$ cat src/rtl/core/frs_pkg.sv
package frs_pkg;

   // Window length and rate scaling
   localparam logic [31:0] WINDOW_MS     = 32'd1000;
   localparam logic [9:0]  MS_PER_S      = 10'd1000;
   localparam logic [23:0] RATE_MAX      = 24'hFFFFFF;
   localparam logic [23:0] WORST_INIT    = 24'd255744;
   localparam logic [31:0] SHORTEST_INIT = 32'd999999;
   localparam logic [31:0] COUNT_MAX     = 32'hFFFFFFFF;

   // Event codes
   localparam logic FUNC_RESTART = 1'b0;
   localparam logic FUNC_FRAME   = 1'b1;

   // Input queue between front and back
   localparam int QUEUE_DEPTH = 2;
   localparam int QPTR_W      = $clog2(QUEUE_DEPTH);
   localparam int QCNT_W      = $clog2(QUEUE_DEPTH + 1);

   // Rate divider: one quotient bit per step
   localparam int DIV_STEPS = 24;
   localparam int DCNT_W    = $clog2(DIV_STEPS + 1);
   localparam int PROD_W    = 42;
   localparam int HI_W      = PROD_W - 16;

   typedef struct packed {
      logic        func;
      logic [31:0] timestamp_ms;
   } item_type;

   typedef struct packed {
      logic             start;
      logic [HI_W-1:0]  hi;
      logic [23:0]      lo;
      logic [31:0]      divisor;
   } div_req_type;

   typedef struct packed {
      logic        done;
      logic [23:0] quotient;
   } div_rsp_type;

   typedef enum logic [2:0] {
      ST_IDLE,
      ST_STEP,
      ST_MUL,
      ST_DIV_START,
      ST_DIV_WAIT
   } back_state_type;

endpackage

$ cat src/rtl/core/frs_front.sv
module frs_front (
   input  logic               clock,
   input  logic               reset,
   input  logic               push,
   output logic               full,
   input  frs_pkg::item_type  push_item,
   output logic               q_valid,
   input  logic               q_pop,
   output frs_pkg::item_type  q_item
);

   frs_pkg::item_type                 slot_ff [frs_pkg::QUEUE_DEPTH];
   logic [frs_pkg::QPTR_W-1:0]        wr_ptr_ff, wr_ptr_in;
   logic [frs_pkg::QPTR_W-1:0]        rd_ptr_ff, rd_ptr_in;
   logic [frs_pkg::QCNT_W-1:0]        count_ff, count_in;
   logic                              wr_en;
   logic                              rd_en;

   assign full    = (count_ff == frs_pkg::QCNT_W'(frs_pkg::QUEUE_DEPTH));
   assign q_valid = (count_ff != '0);
   assign wr_en   = push && !full;
   assign rd_en   = q_pop && q_valid;

   // Advance pointers and occupancy
   always_comb begin
      wr_ptr_in = wr_en ? wr_ptr_ff + 1'b1 : wr_ptr_ff;
      rd_ptr_in = rd_en ? rd_ptr_ff + 1'b1 : rd_ptr_ff;
      count_in  = count_ff;
      if (wr_en && !rd_en) begin
         count_in = count_ff + 1'b1;
      end else if (rd_en && !wr_en) begin
         count_in = count_ff - 1'b1;
      end
   end

   always_ff @(posedge clock) begin
      if (reset) begin
         wr_ptr_ff <= '0;
         rd_ptr_ff <= '0;
         count_ff  <= '0;
      end else begin
         wr_ptr_ff <= wr_ptr_in;
         rd_ptr_ff <= rd_ptr_in;
         count_ff  <= count_in;
      end
   end

   // Store items
   always_ff @(posedge clock) begin
      if (wr_en) begin
         slot_ff[wr_ptr_ff] <= push_item;
      end
   end

   assign q_item = slot_ff[rd_ptr_ff];

endmodule

$ cat src/rtl/core/frs_div.sv
module frs_div (
   input  logic                  clock,
   input  logic                  reset,
   input  frs_pkg::div_req_type  req,
   output frs_pkg::div_rsp_type  rsp
);

   logic [31:0]                 rem_ff, rem_in;
   logic [23:0]                 lo_ff, lo_in;
   logic [23:0]                 quo_ff, quo_in;
   logic [31:0]                 div_ff, div_in;
   logic [frs_pkg::DCNT_W-1:0]  cnt_ff, cnt_in;
   logic                        busy_ff, busy_in;
   logic                        done_ff, done_in;
   logic [32:0]                 trial;
   logic [32:0]                 diff;
   logic                        fits;

   // One restoring step: bring down the next dividend bit
   always_comb begin
      trial = {rem_ff, lo_ff[23]};
      diff  = trial - {1'b0, div_ff};
      fits  = (trial >= {1'b0, div_ff});
   end

   always_comb begin
      rem_in  = rem_ff;
      lo_in   = lo_ff;
      quo_in  = quo_ff;
      div_in  = div_ff;
      cnt_in  = cnt_ff;
      busy_in = busy_ff;
      done_in = 1'b0;
      if (req.start) begin
         div_in = req.divisor;
         if (32'(req.hi) >= req.divisor) begin
            // Quotient does not fit: saturate
            quo_in = frs_pkg::RATE_MAX;
            done_in = 1'b1;
         end else begin
            rem_in  = 32'(req.hi);
            lo_in   = req.lo;
            quo_in  = '0;
            cnt_in  = frs_pkg::DCNT_W'(frs_pkg::DIV_STEPS);
            busy_in = 1'b1;
         end
      end else if (busy_ff) begin
         rem_in = fits ? diff[31:0] : trial[31:0];
         quo_in = {quo_ff[22:0], fits};
         lo_in  = {lo_ff[22:0], 1'b0};
         cnt_in = cnt_ff - 1'b1;
         if (cnt_ff == frs_pkg::DCNT_W'(1)) begin
            busy_in = 1'b0;
            done_in = 1'b1;
         end
      end
   end

   always_ff @(posedge clock) begin
      if (reset) begin
         busy_ff <= 1'b0;
         done_ff <= 1'b0;
         cnt_ff  <= '0;
      end else begin
         busy_ff <= busy_in;
         done_ff <= done_in;
         cnt_ff  <= cnt_in;
      end
   end

   always_ff @(posedge clock) begin
      rem_ff <= rem_in;
      lo_ff  <= lo_in;
      quo_ff <= quo_in;
      div_ff <= div_in;
   end

   assign rsp.done     = done_ff;
   assign rsp.quotient = quo_ff;

   // Remainder stays below the divisor while iterating
   a_rem_below_div: assert property (@(posedge clock) disable iff (reset)
      busy_ff |-> rem_ff < div_ff)
      else $error("divider remainder not below divisor");

   // A busy divider always has steps left
   a_busy_count: assert property (@(posedge clock) disable iff (reset)
      busy_ff |-> cnt_ff != '0)
      else $error("divider busy with no steps left");

endmodule

$ cat src/rtl/core/frs_back.sv
module frs_back (
   input  logic                  clock,
   input  logic                  reset,
   input  logic                  q_valid,
   output logic                  q_pop,
   input  frs_pkg::item_type     q_item,
   output frs_pkg::div_req_type  div_req,
   input  frs_pkg::div_rsp_type  div_rsp,
   output logic                  empty,
   input  logic                  pop,
   output logic [31:0]           frames_in_window,
   output logic [31:0]           shortest_frame_ms,
   output logic [31:0]           longest_frame_ms,
   output logic [23:0]           current_rate,
   output logic [23:0]           average_rate,
   output logic [23:0]           best_rate,
   output logic [23:0]           worst_rate,
   output logic                  window_closed
);

   frs_pkg::back_state_type       state_ff, state_in;
   frs_pkg::item_type             item_ff, item_in;
   logic [31:0]                   last_time_ff, last_time_in;
   logic [31:0]                   start_time_ff, start_time_in;
   logic [31:0]                   count_ff, count_in;
   logic [31:0]                   shortest_ff, shortest_in;
   logic [31:0]                   longest_ff, longest_in;
   logic [23:0]                   last_rate_ff, last_rate_in;
   logic [23:0]                   mean_rate_ff, mean_rate_in;
   logic [23:0]                   top_rate_ff, top_rate_in;
   logic [23:0]                   bottom_rate_ff, bottom_rate_in;
   logic [31:0]                   elapsed_ff, elapsed_in;
   logic [frs_pkg::PROD_W-1:0]    prod_ff, prod_in;
   logic                          closed_ff, closed_in;
   logic                          out_valid_ff, out_valid_in;
   logic [31:0]                   dur;
   logic [31:0]                   elapsed;
   logic [24:0]                   mean_sum;
   logic [23:0]                   rate;
   logic                          div_start;

   assign dur      = item_ff.timestamp_ms - last_time_ff;
   assign elapsed  = item_ff.timestamp_ms - start_time_ff;
   assign rate     = div_rsp.quotient;
   assign mean_sum = {1'b0, mean_rate_ff} + {1'b0, rate};

   // Divider operands: count * 256000 split at bit 24
   assign div_req.start   = div_start;
   assign div_req.hi      = prod_ff[frs_pkg::PROD_W-1:16];
   assign div_req.lo      = {prod_ff[15:0], 8'b0};
   assign div_req.divisor = elapsed_ff;

   always_ff @(posedge clock) begin
      if (reset) begin
         state_ff       <= frs_pkg::ST_IDLE;
         out_valid_ff   <= 1'b0;
         closed_ff      <= 1'b0;
         last_time_ff   <= '0;
         start_time_ff  <= '0;
         count_ff       <= '0;
         shortest_ff    <= frs_pkg::SHORTEST_INIT;
         longest_ff     <= '0;
         last_rate_ff   <= '0;
         mean_rate_ff   <= '0;
         top_rate_ff    <= '0;
         bottom_rate_ff <= frs_pkg::WORST_INIT;
      end else begin
         state_ff       <= state_in;
         out_valid_ff   <= out_valid_in;
         closed_ff      <= closed_in;
         last_time_ff   <= last_time_in;
         start_time_ff  <= start_time_in;
         count_ff       <= count_in;
         shortest_ff    <= shortest_in;
         longest_ff     <= longest_in;
         last_rate_ff   <= last_rate_in;
         mean_rate_ff   <= mean_rate_in;
         top_rate_ff    <= top_rate_in;
         bottom_rate_ff <= bottom_rate_in;
      end
   end

   always_ff @(posedge clock) begin
      item_ff    <= item_in;
      elapsed_ff <= elapsed_in;
      prod_ff    <= prod_in;
   end

   // Sequence one item through the statistics update
   always_comb begin
      state_in       = state_ff;
      item_in        = item_ff;
      last_time_in   = last_time_ff;
      start_time_in  = start_time_ff;
      count_in       = count_ff;
      shortest_in    = shortest_ff;
      longest_in     = longest_ff;
      last_rate_in   = last_rate_ff;
      mean_rate_in   = mean_rate_ff;
      top_rate_in    = top_rate_ff;
      bottom_rate_in = bottom_rate_ff;
      elapsed_in     = elapsed_ff;
      prod_in        = prod_ff;
      closed_in      = closed_ff;
      out_valid_in   = out_valid_ff && !pop;
      q_pop          = 1'b0;
      div_start      = 1'b0;
      unique case (state_ff)
         frs_pkg::ST_IDLE: begin
            // Take the next item once the last result is gone
            if (q_valid && !out_valid_ff) begin
               q_pop    = 1'b1;
               item_in  = q_item;
               state_in = frs_pkg::ST_STEP;
            end
         end
         frs_pkg::ST_STEP: begin
            if (item_ff.func == frs_pkg::FUNC_RESTART) begin
               last_time_in   = item_ff.timestamp_ms;
               start_time_in  = item_ff.timestamp_ms;
               count_in       = '0;
               shortest_in    = frs_pkg::SHORTEST_INIT;
               longest_in     = '0;
               last_rate_in   = '0;
               mean_rate_in   = '0;
               top_rate_in    = '0;
               bottom_rate_in = frs_pkg::WORST_INIT;
               closed_in      = 1'b0;
               out_valid_in   = 1'b1;
               state_in       = frs_pkg::ST_IDLE;
            end else begin
               if (count_ff != frs_pkg::COUNT_MAX) begin
                  count_in = count_ff + 32'd1;
               end
               last_time_in = item_ff.timestamp_ms;
               if (dur < shortest_ff) begin
                  shortest_in = dur;
               end
               if (dur > longest_ff) begin
                  longest_in = dur;
               end
               elapsed_in = elapsed;
               if (elapsed > frs_pkg::WINDOW_MS) begin
                  state_in = frs_pkg::ST_MUL;
               end else begin
                  closed_in    = 1'b0;
                  out_valid_in = 1'b1;
                  state_in     = frs_pkg::ST_IDLE;
               end
            end
         end
         frs_pkg::ST_MUL: begin
            // Scale the frame count to frames per second
            prod_in  = frs_pkg::PROD_W'(count_ff) * frs_pkg::PROD_W'(frs_pkg::MS_PER_S);
            state_in = frs_pkg::ST_DIV_START;
         end
         frs_pkg::ST_DIV_START: begin
            div_start = 1'b1;
            state_in  = frs_pkg::ST_DIV_WAIT;
         end
         frs_pkg::ST_DIV_WAIT: begin
            // Close the window with the new rate
            if (div_rsp.done) begin
               last_rate_in = rate;
               if (mean_rate_ff == '0) begin
                  mean_rate_in = rate;
               end else begin
                  mean_rate_in = mean_sum[24:1];
               end
               if (rate > top_rate_ff) begin
                  top_rate_in = rate;
               end
               if (rate < bottom_rate_ff) begin
                  bottom_rate_in = rate;
               end
               start_time_in = item_ff.timestamp_ms;
               count_in      = '0;
               closed_in     = 1'b1;
               out_valid_in  = 1'b1;
               state_in      = frs_pkg::ST_IDLE;
            end
         end
         default: begin
            state_in = frs_pkg::ST_IDLE;
         end
      endcase
   end

   assign empty             = !out_valid_ff;
   assign frames_in_window  = count_ff;
   assign shortest_frame_ms = shortest_ff;
   assign longest_frame_ms  = longest_ff;
   assign current_rate      = last_rate_ff;
   assign average_rate      = mean_rate_ff;
   assign best_rate         = top_rate_ff;
   assign worst_rate        = bottom_rate_ff;
   assign window_closed     = closed_ff;

   // A waiting result holds the sequencer idle
   a_hold_while_full: assert property (@(posedge clock) disable iff (reset)
      out_valid_ff |-> state_ff == frs_pkg::ST_IDLE)
      else $error("sequencer busy while result waits");

   // A closed window leaves an empty count
   a_closed_count: assert property (@(posedge clock) disable iff (reset)
      out_valid_ff && closed_ff |-> count_ff == '0)
      else $error("closed window with nonzero count");

endmodule

$ cat src/rtl/core/frame_rate_statistics.sv
// Frame rate statistics. Push a restart or a frame-finished event with its
// millisecond timestamp; each event gives exactly one result item holding the
// statistics after that event. An input queue of two items takes events while
// the sequencer works, and the sequencer starts the next event only once the
// previous result has been popped. A restart, or a frame that leaves the
// window open, has its result written in the step state. A frame that
// closes the window goes on through the multiply, divider start and divider
// wait states: the rate frames*256000/elapsed comes from a restoring divider
// that produces one of its 24 quotient bits per cycle, and a saturated rate
// skips those steps.
module frame_rate_statistics (
   input  logic        clock,
   input  logic        reset,
   input  logic        push,
   output logic        full,
   input  logic        req_func,
   input  logic [31:0] req_timestamp_ms,
   output logic        empty,
   input  logic        pop,
   output logic [31:0] rsp_frames_in_window,
   output logic [31:0] rsp_shortest_frame_ms,
   output logic [31:0] rsp_longest_frame_ms,
   output logic [23:0] rsp_current_rate,
   output logic [23:0] rsp_average_rate,
   output logic [23:0] rsp_best_rate,
   output logic [23:0] rsp_worst_rate,
   output logic        rsp_window_closed
);

   frs_pkg::item_type     push_item;
   frs_pkg::item_type     q_item;
   logic                  q_valid;
   logic                  q_pop;
   frs_pkg::div_req_type  div_req;
   frs_pkg::div_rsp_type  div_rsp;

   assign push_item.func         = req_func;
   assign push_item.timestamp_ms = req_timestamp_ms;

   frs_front u_front (
      .clock     (clock),
      .reset     (reset),
      .push      (push),
      .full      (full),
      .push_item (push_item),
      .q_valid   (q_valid),
      .q_pop     (q_pop),
      .q_item    (q_item)
   );

   frs_div u_div (
      .clock (clock),
      .reset (reset),
      .req   (div_req),
      .rsp   (div_rsp)
   );

   frs_back u_back (
      .clock             (clock),
      .reset             (reset),
      .q_valid           (q_valid),
      .q_pop             (q_pop),
      .q_item            (q_item),
      .div_req           (div_req),
      .div_rsp           (div_rsp),
      .empty             (empty),
      .pop               (pop),
      .frames_in_window  (rsp_frames_in_window),
      .shortest_frame_ms (rsp_shortest_frame_ms),
      .longest_frame_ms  (rsp_longest_frame_ms),
      .current_rate      (rsp_current_rate),
      .average_rate      (rsp_average_rate),
      .best_rate         (rsp_best_rate),
      .worst_rate        (rsp_worst_rate),
      .window_closed     (rsp_window_closed)
   );

endmodule

$ cat config.mk
export PLATFORM = sky130hd
export DESIGN_NAME = frame_rate_statistics
export DESIGN_NICKNAME = d
export VERILOG_FILES = /design/src/rtl/core/frs_pkg.sv /design/src/rtl/core/frs_front.sv /design/src/rtl/core/frs_div.sv /design/src/rtl/core/frs_back.sv /design/src/rtl/core/frame_rate_statistics.sv
export SDC_FILE = /design/constraint.sdc
export NUM_CORES = 2
export LEC_CHECK = 0
export ABC_AREA = 1
export BUFFER_PORTS_ARGS = -buffer_cell sky130_fd_sc_hd__buf_2
export CAP_MARGIN = 20
export CORE_MARGIN = 2
export CORE_UTILIZATION = 50
export DETAILED_ROUTE_END_ITERATION = 10
export PLACE_DENSITY = 0.74
export SYNTH_ARGS = -nofsm -noshare
export SYNTH_HDL_FRONTEND = slang
export SYNTH_SLANG_ARGS = --single-unit
$ cat constraint.sdc
create_clock -name clock -period 8.35 [get_ports clock]
set_input_delay 0.4175 -clock clock [delete_from_list [all_inputs] [get_ports clock]]
set_output_delay 0.4175 -clock clock [all_outputs]
set_load 0.05 [all_outputs]
### Yosys cells after proc, flatten, opt, wreduce, memory -nomap -nowiden

Memory sizes are Yosys's and may differ from the RTL's. A register that Yosys moved wholly into a read port is not among the register bits.
Index checks and enable logic that the tools add are counted.
Widths: inputs -> output; s select.

| cells by class | value |
|---|---|
| magnitude comparators | 7 |
| reduce and logical (&&, ||, !) cells | 28 |
| equal/unequal tests | 17 |
| $add $sub $neg | 10 |
| multiplexer cells | 65 |
| multiply operators | 1 |

Operators with widths:

| kind | number |
|---|---|
| $mux 32 | 13 |
| $mux 24 | 15 |
| $pmux 24 s2 | 4 |
| $pmux 32 s2 | 2 |
| $sub 32x32->32 | 3 |
| $mul 32x7->39 const B | 1 |
| $ge 33x32->1 | 1 |
| $add 32x1->32 const B | 1 |
| $ge 26x32->1 | 1 |
| $gt 32x10->1 const B | 1 |
| $gt 32x32->1 | 1 |
| $lt 32x32->1 | 1 |
| $ne 32x32->1 const B | 1 |
| $add 24x24->25 | 1 |
| $gt 24x24->1 | 1 |
| $logic_not 24->1 | 1 |
| $lt 24x24->1 | 1 |
| $mux 1 | 19 |
| $mux 5 | 3 |
| $pmux 3 s5 | 1 |
| $reduce_and 2->1 | 6 |
| $ne 2x2->1 const B | 5 |
| $mux 3 | 3 |
| $reduce_and 3->1 | 3 |
| other kinds (18) | 39 |

| storage, ports and cells | value |
|---|---|
| bits of input ports | 37 |
| bits in registers | 455 |
| memories kept | 1 |
| memory bits (writable) | 66 |
| output and inout bits | 195 |
| word-level logic and storage cells | 153 |

Memories:

| name | depth | width | rd ports | clocked after Yosys merged registers in | wr ports | line | source |
|---|---|---|---|---|---|---|---|
| u_front.slot_ff | 2 | 33 | 1 | 1 | 1 | frs_front.sv:12 | `frs_pkg::item_type slot_ff [frs_pkg::QUEUE_DEPTH];` |

### Logic depth before layout (Yosys ltp)

| logic depth | value |
|---|---|
| depth after elaboration | 8 |
| depth in mapped cells | 28 |
| gate-level depth less buffers | 27 |

### By module

From an unflattened synthesis, not the netlist that was laid out.

| unflattened totals | value |
|---|---|
| cell total of the unflattened synthesis | 4783 |
| area total of the unflattened synthesis | 38106.5 um^2 |

Modules (own cells, without submodules):

| module | times used | seq. area each (um^2) | area each (um^2) | cells each |
|---|---|---|---|---|
| frs_back | 1 | 8348.0 | 27418.8 | 3642 |
| frs_div | 1 | 3503.4 | 7906.3 | 1001 |
| frs_front | 1 | 2082.0 | 2781.4 | 140 |

### Worst setup path before layout

Ideal clock, no wire load.

| timing path | value |
|---|---|
| kind | reg-to-reg |
| start point | register u_back.count_ff[5], in the netlist u_back.frames_in_window[5] |
| end point | register u_back.prod_ff[37] (netlist name) (data pin) |
| setup slack | 3601 ps |
| stages on the path, launching flop included | 18 |
| arrival time | 4491 ps |
| required time | 8092 ps |
| setup time | 258 ps |
| path buffers | 0 |
| period minus slack after synthesis | 4749 ps |
| path through | dfxtp_1 > inv_1 > fa_1 > fa_1 > fa_1 > fa_1 > inv_1 > ha_1 > a21oi_1 > nor2_1 > nor2_1 > o21ai_0 > nand2_1 > nand2_1 > a31oi_1 > o21ai_0 > a21oi_1 > xnor2_1 |

| on the way | value |
|---|---|
| cells in the longest elaborated chain, start to end | 1 |

RTL lines:

| item | line | source |
|---|---|---|
| start: declaration | frs_back.sv:25 | `logic [31:0] count_ff, count_in;` |
| start signal: assignment | frs_back.sv:73 | `count_ff <= count_in;` |
| $mul 32x7->39 | frs_back.sv:154 | `prod_in = frs_pkg::PROD_W'(count_ff) * frs_pkg::PROD_W'(frs_pkg::MS_PER_S);` |
| end signal: assignment | frs_back.sv:86 | `prod_ff <= prod_in;` |
| end: declaration | frs_back.sv:33 | `logic [frs_pkg::PROD_W-1:0] prod_ff, prod_in;` |

Every way passes these cells.
A chain may end at the register's enable or synchronous reset.

### Worst setup path in the final report

| timing path | value |
|---|---|
| start point | register u_back.item_ff[5] (netlist name) |
| end point | register u_back.longest_ff[22], in the netlist u_back.longest_frame_ms[22] |

| on the way | value |
|---|---|
| cells in the longest elaborated chain, start to end | 4 |
| elaborated cells between the ends (all ways) | 6 |
| those cells by class | add/sub (1); order compare (1); eq/ne (1); mux (2); reduce/logical (1) |

RTL lines:

| item | line | source |
|---|---|---|
| start: declaration | frs_back.sv:22 | `frs_pkg::item_type item_ff, item_in;` |
| start signal: assignment | frs_back.sv:84 | `item_ff <= item_in;` |
| $sub 32x32->32 (*) | frs_back.sv:42 | `assign dur = item_ff.timestamp_ms - last_time_ff;` |
| $gt 32x32->1 | frs_back.sv:139 | `if (dur > longest_ff) begin` |
| $ne 2x2->1 (no source line) | -- |  |
| $reduce_and 2->1 (no source line) | -- |  |
| end signal: assignment | frs_back.sv:75 | `longest_ff <= longest_in;` |
| end: declaration | frs_back.sv:27 | `logic [31:0] longest_ff, longest_in;` |

Every way passes the cells marked *; elsewhere a longest branch is shown, timed or not. The select of a mux whose other input is x is not followed.

==> impl_results.md <==
* Status: finished clean
* Vias in the first global route at 29600
* Final setup margin at 3010 ps
* H-tree Lvls at 2
* Worst Hold Class: in2reg
* Synth Area per Inst at 8.01 sq um
* #FFs+latches synth at 543
* Area grow syn2layout at 11.9%
* Commonest cells in the netlist: nand2_1, inv_1, a21oi_1, ha_1, nor2_1
* Post-Syn Area at 36600 sq um
* CTS clk-pin slew, worst paths at 70 ps
* Synth area leader: edfxtp_1
* # rows at 99
* Post-synth EDFFs at 271
* Worst Path Buf+Inv at 2
* Pwr dens at 344 nW/um^2
* Share of the synthesized area in the top cell type at 22.2%
* RSZ-0062 raised after global routing: no
* CP startpoint kind: flop
* Crit-path max FO at 30
* Initial antenna violation count at 1
* CP most frequent cell: nand2_1
* CTS root buf: clkbuf_16
* CP top delay family: simple AND/OR/NAND/NOR gates
* Die W at 275 microns
* Sink Count at 543
* CP peak stage delay at 530 ps
* WHS at 44.2 ps
* Post-route DRC violation count at 0
* Fin crit share at 64.0%
* Gate Count Post-Synth at 4572
* GRT overflow at 0
* Vias at 31200
* Critical path class: reg2reg
* Post-DP HPWL at 74.9 mm
* Share of layout cells above drive strength 1 at 8.29%
* Initial cell density of the core at 50.4%
* YS warnings at 0
* Syn_nets at 5072
* Netlist cell types at 66
* P_leak at 18.3 nW
* CP arrival at 5900 ps
* Setup TNS at 0 ps
* Predominant post-synthesis flop cell: dfxtp_1
* Tot GR Track Use at 25.6%
* Worst Path Required at 8910 ps
* Core box area at 72700 sq um
* Fill count at 6646
* Hold Fails Final Rpt at 0
* DIE AREA at 75400 sq um
* Post-cts sizing count at 0
* Vias/cell at 5.37
* Layout Cells excl Fill at 5811
* Worst path cell trace: ha_1 -> a21oi_1 -> o21ai_1 -> nand2_1 -> nand3_1 -> a21oi_1 -> inv_1 -> nand3_1 -> nand2_1 -> or2_2 -> and2_1 -> ha_1 -> nand2_1 -> nor2_1 -> nand4_1 -> nor4_1 -> nand2_1 -> nand2_1 -> nand2_1 -> buf_4 -> nand2_1 -> nand2_1 -> nand2_1 -> nor2_1
* Worst vdd ir at 0.000255 V
* Slowest-stage cell, CP: nand2_1
* Max-slew headroom at 27.2%
* Post-synth ARST share at 0%
* Fmax at 187 MHz
* Register area share after synthesis at 37.1%
* Crit path capture type: flop
* Post-route design area at 41000 sq um
* Post-place setup slack at 3160 ps
* Routability-driven placement congestion ratio at 0.933
* Synth top area cells: edfxtp_1, dfxtp_1, ha_1
* I/O Pins at 232
* WL per Instance at 16.9 microns
* Final WL at 98.0 mm
* Clk Latency, worst-skew pair at 660 ps
* First-pass GRT wire length at 155 mm
* DR iter-0 viols at 2676
* # placed instances at 5664
* DIE HEIGHT at 275 microns
* Area after DPL at 38700 sq um
* Antenna Nets Post-Route at 0
* Slew @ Worst Pin at 1090 ps
* Port-buffer cells at 231
* Endpoints failing setup at 0
* Max Slew Vio Count at 0
* CTS Buf Count at 59
* Most common cell in the netlist: nand2_1
* Worst Skew at 35.4 ps
* Largest net degree at the start of global routing at 110
* Drt pass-1 iters at 5
* CTS tree: done
* Max Cap Violations at 0
* Post-layout min period at 5340 ps
* Total Nets Final at 5300
* Clk buf depth at 3
[flip-flops by register name, indices dropped and copies added, names as in the netlist, 2 cells and up]
signal	count
u_back.current_rate	24
u_back.shortest_frame_ms	32
u_back.state_ff	3
u_back.elapsed_ff	32
u_back.average_rate	24
u_back.worst_rate	24
u_back.item_ff	33
u_div.div_ff	32
u_div.cnt_ff	5
u_back.start_time_ff	32
u_div.quo_ff	24
u_front.count_ff	2
u_back.best_rate	24
u_div.lo_ff	13
u_back.last_time_ff	32
u_back.longest_frame_ms	32
u_div.rem_ff	32
u_back.prod_ff	39
u_back.frames_in_window	32
u_front.slot_ff	66
[placed cells by master, fill, tap and decap left out, types with 8 or more instances in the layout]
cell and n:
edfxtp_1 271, xor2_1 65, clkbuf_16 59, dlygate4sd3_1 33, nor3_1 41, nand2_1 976
buf_4 26, o211ai_1 50, clkinv_2 13, o21ai_1 16, nand4_1 68, nand3b_1 35
clkinv_1 12, o21ai_0 257, o21a_1 11, buf_2 230, nor2_1 303, o21bai_1 16
a31oi_1 14, a211oi_1 8, nor4_1 15, inv_2 10, a21o_1 13, a21oi_1 456
nand3_1 228, xnor2_1 37, dfxtp_1 272, ha_1 341, inv_1 735, fa_1 122
[layout make-up]
| class | instances | area (sq um) | area share [%] |
|---|---|---|---|
| antenna | 2 | 5.00 | 0.0122 |
| clock buffer | 68 | 1530 | 3.73 |
| clock inverter | 43 | 425 | 1.04 |
| inverter | 748 | 2810 | 6.86 |
| multi-input combinational | 3158 | 19700 | 48.1 |
| sequential | 543 | 13600 | 33.1 |
| tap | 959 | 1200 | 2.93 |
| timing repair buffer | 290 | 1700 | 4.14 |
[metrics by stage]
stage	total power, mW	utilization (%)
floorplan	9.39	-
global placement	11.2	53.2
detailed placement	11.4	53.2
CTS	14.1	56.3
global route	15.3	56.3
finish	14.1	56.4
[what timing repair did]
action                                 CTS  global route
buffers inserted                         0             0
endpoints found under the hold margin   66             0
hold buffers                            33             0
[path summary, 6_finish.rpt]
kind	end	depth (start not counted)	slack, ps	startpoint
worst min register to register	u_div.div_ff[14]	0	450	u_back.elapsed_ff[14]
worst max-delay path	u_back.longest_frame_ms[22]	24	3010	u_back.item_ff[5]
worst min-delay path	u_back.best_rate[3]	2	40	reset
worst max register to register	u_back.longest_frame_ms[22]	24	3010	u_back.item_ff[5]
[power breakdown]
part / internal (mW) / total [mW] / switching [mW]
clock network: 1.48 / 2.65 / 1.17
registers: 3.52 / 3.89 / 0.372
logic: 2.40 / 7.57 / 5.17
total: 7.40 / 14.1 / 6.71
[layer usage]
metal / track usage, % / wire length, microns / up-vias
li1: - / - / 15600
met1: 35.5 / 44200 / 14600
met2: 41.5 / 44800 / 859
met3: 3.40 / 6240 / 162
met4: 8.02 / 2810 / 0
met5: 0 / 0 / -
[cells by family after synthesis]
logic type,Yosys count,synth area share [%]
AND/OR/NAND/NOR,1718,20.0
AO/OA/AOI/OAI,875,13.0
buffers and inverters,871,9.11
flip-flops,543,37.1
adder cells (fa/ha/maj),463,18.3
XOR/XNOR,102,2.44
Note: power is estimated with default switching activity, not from simulation.
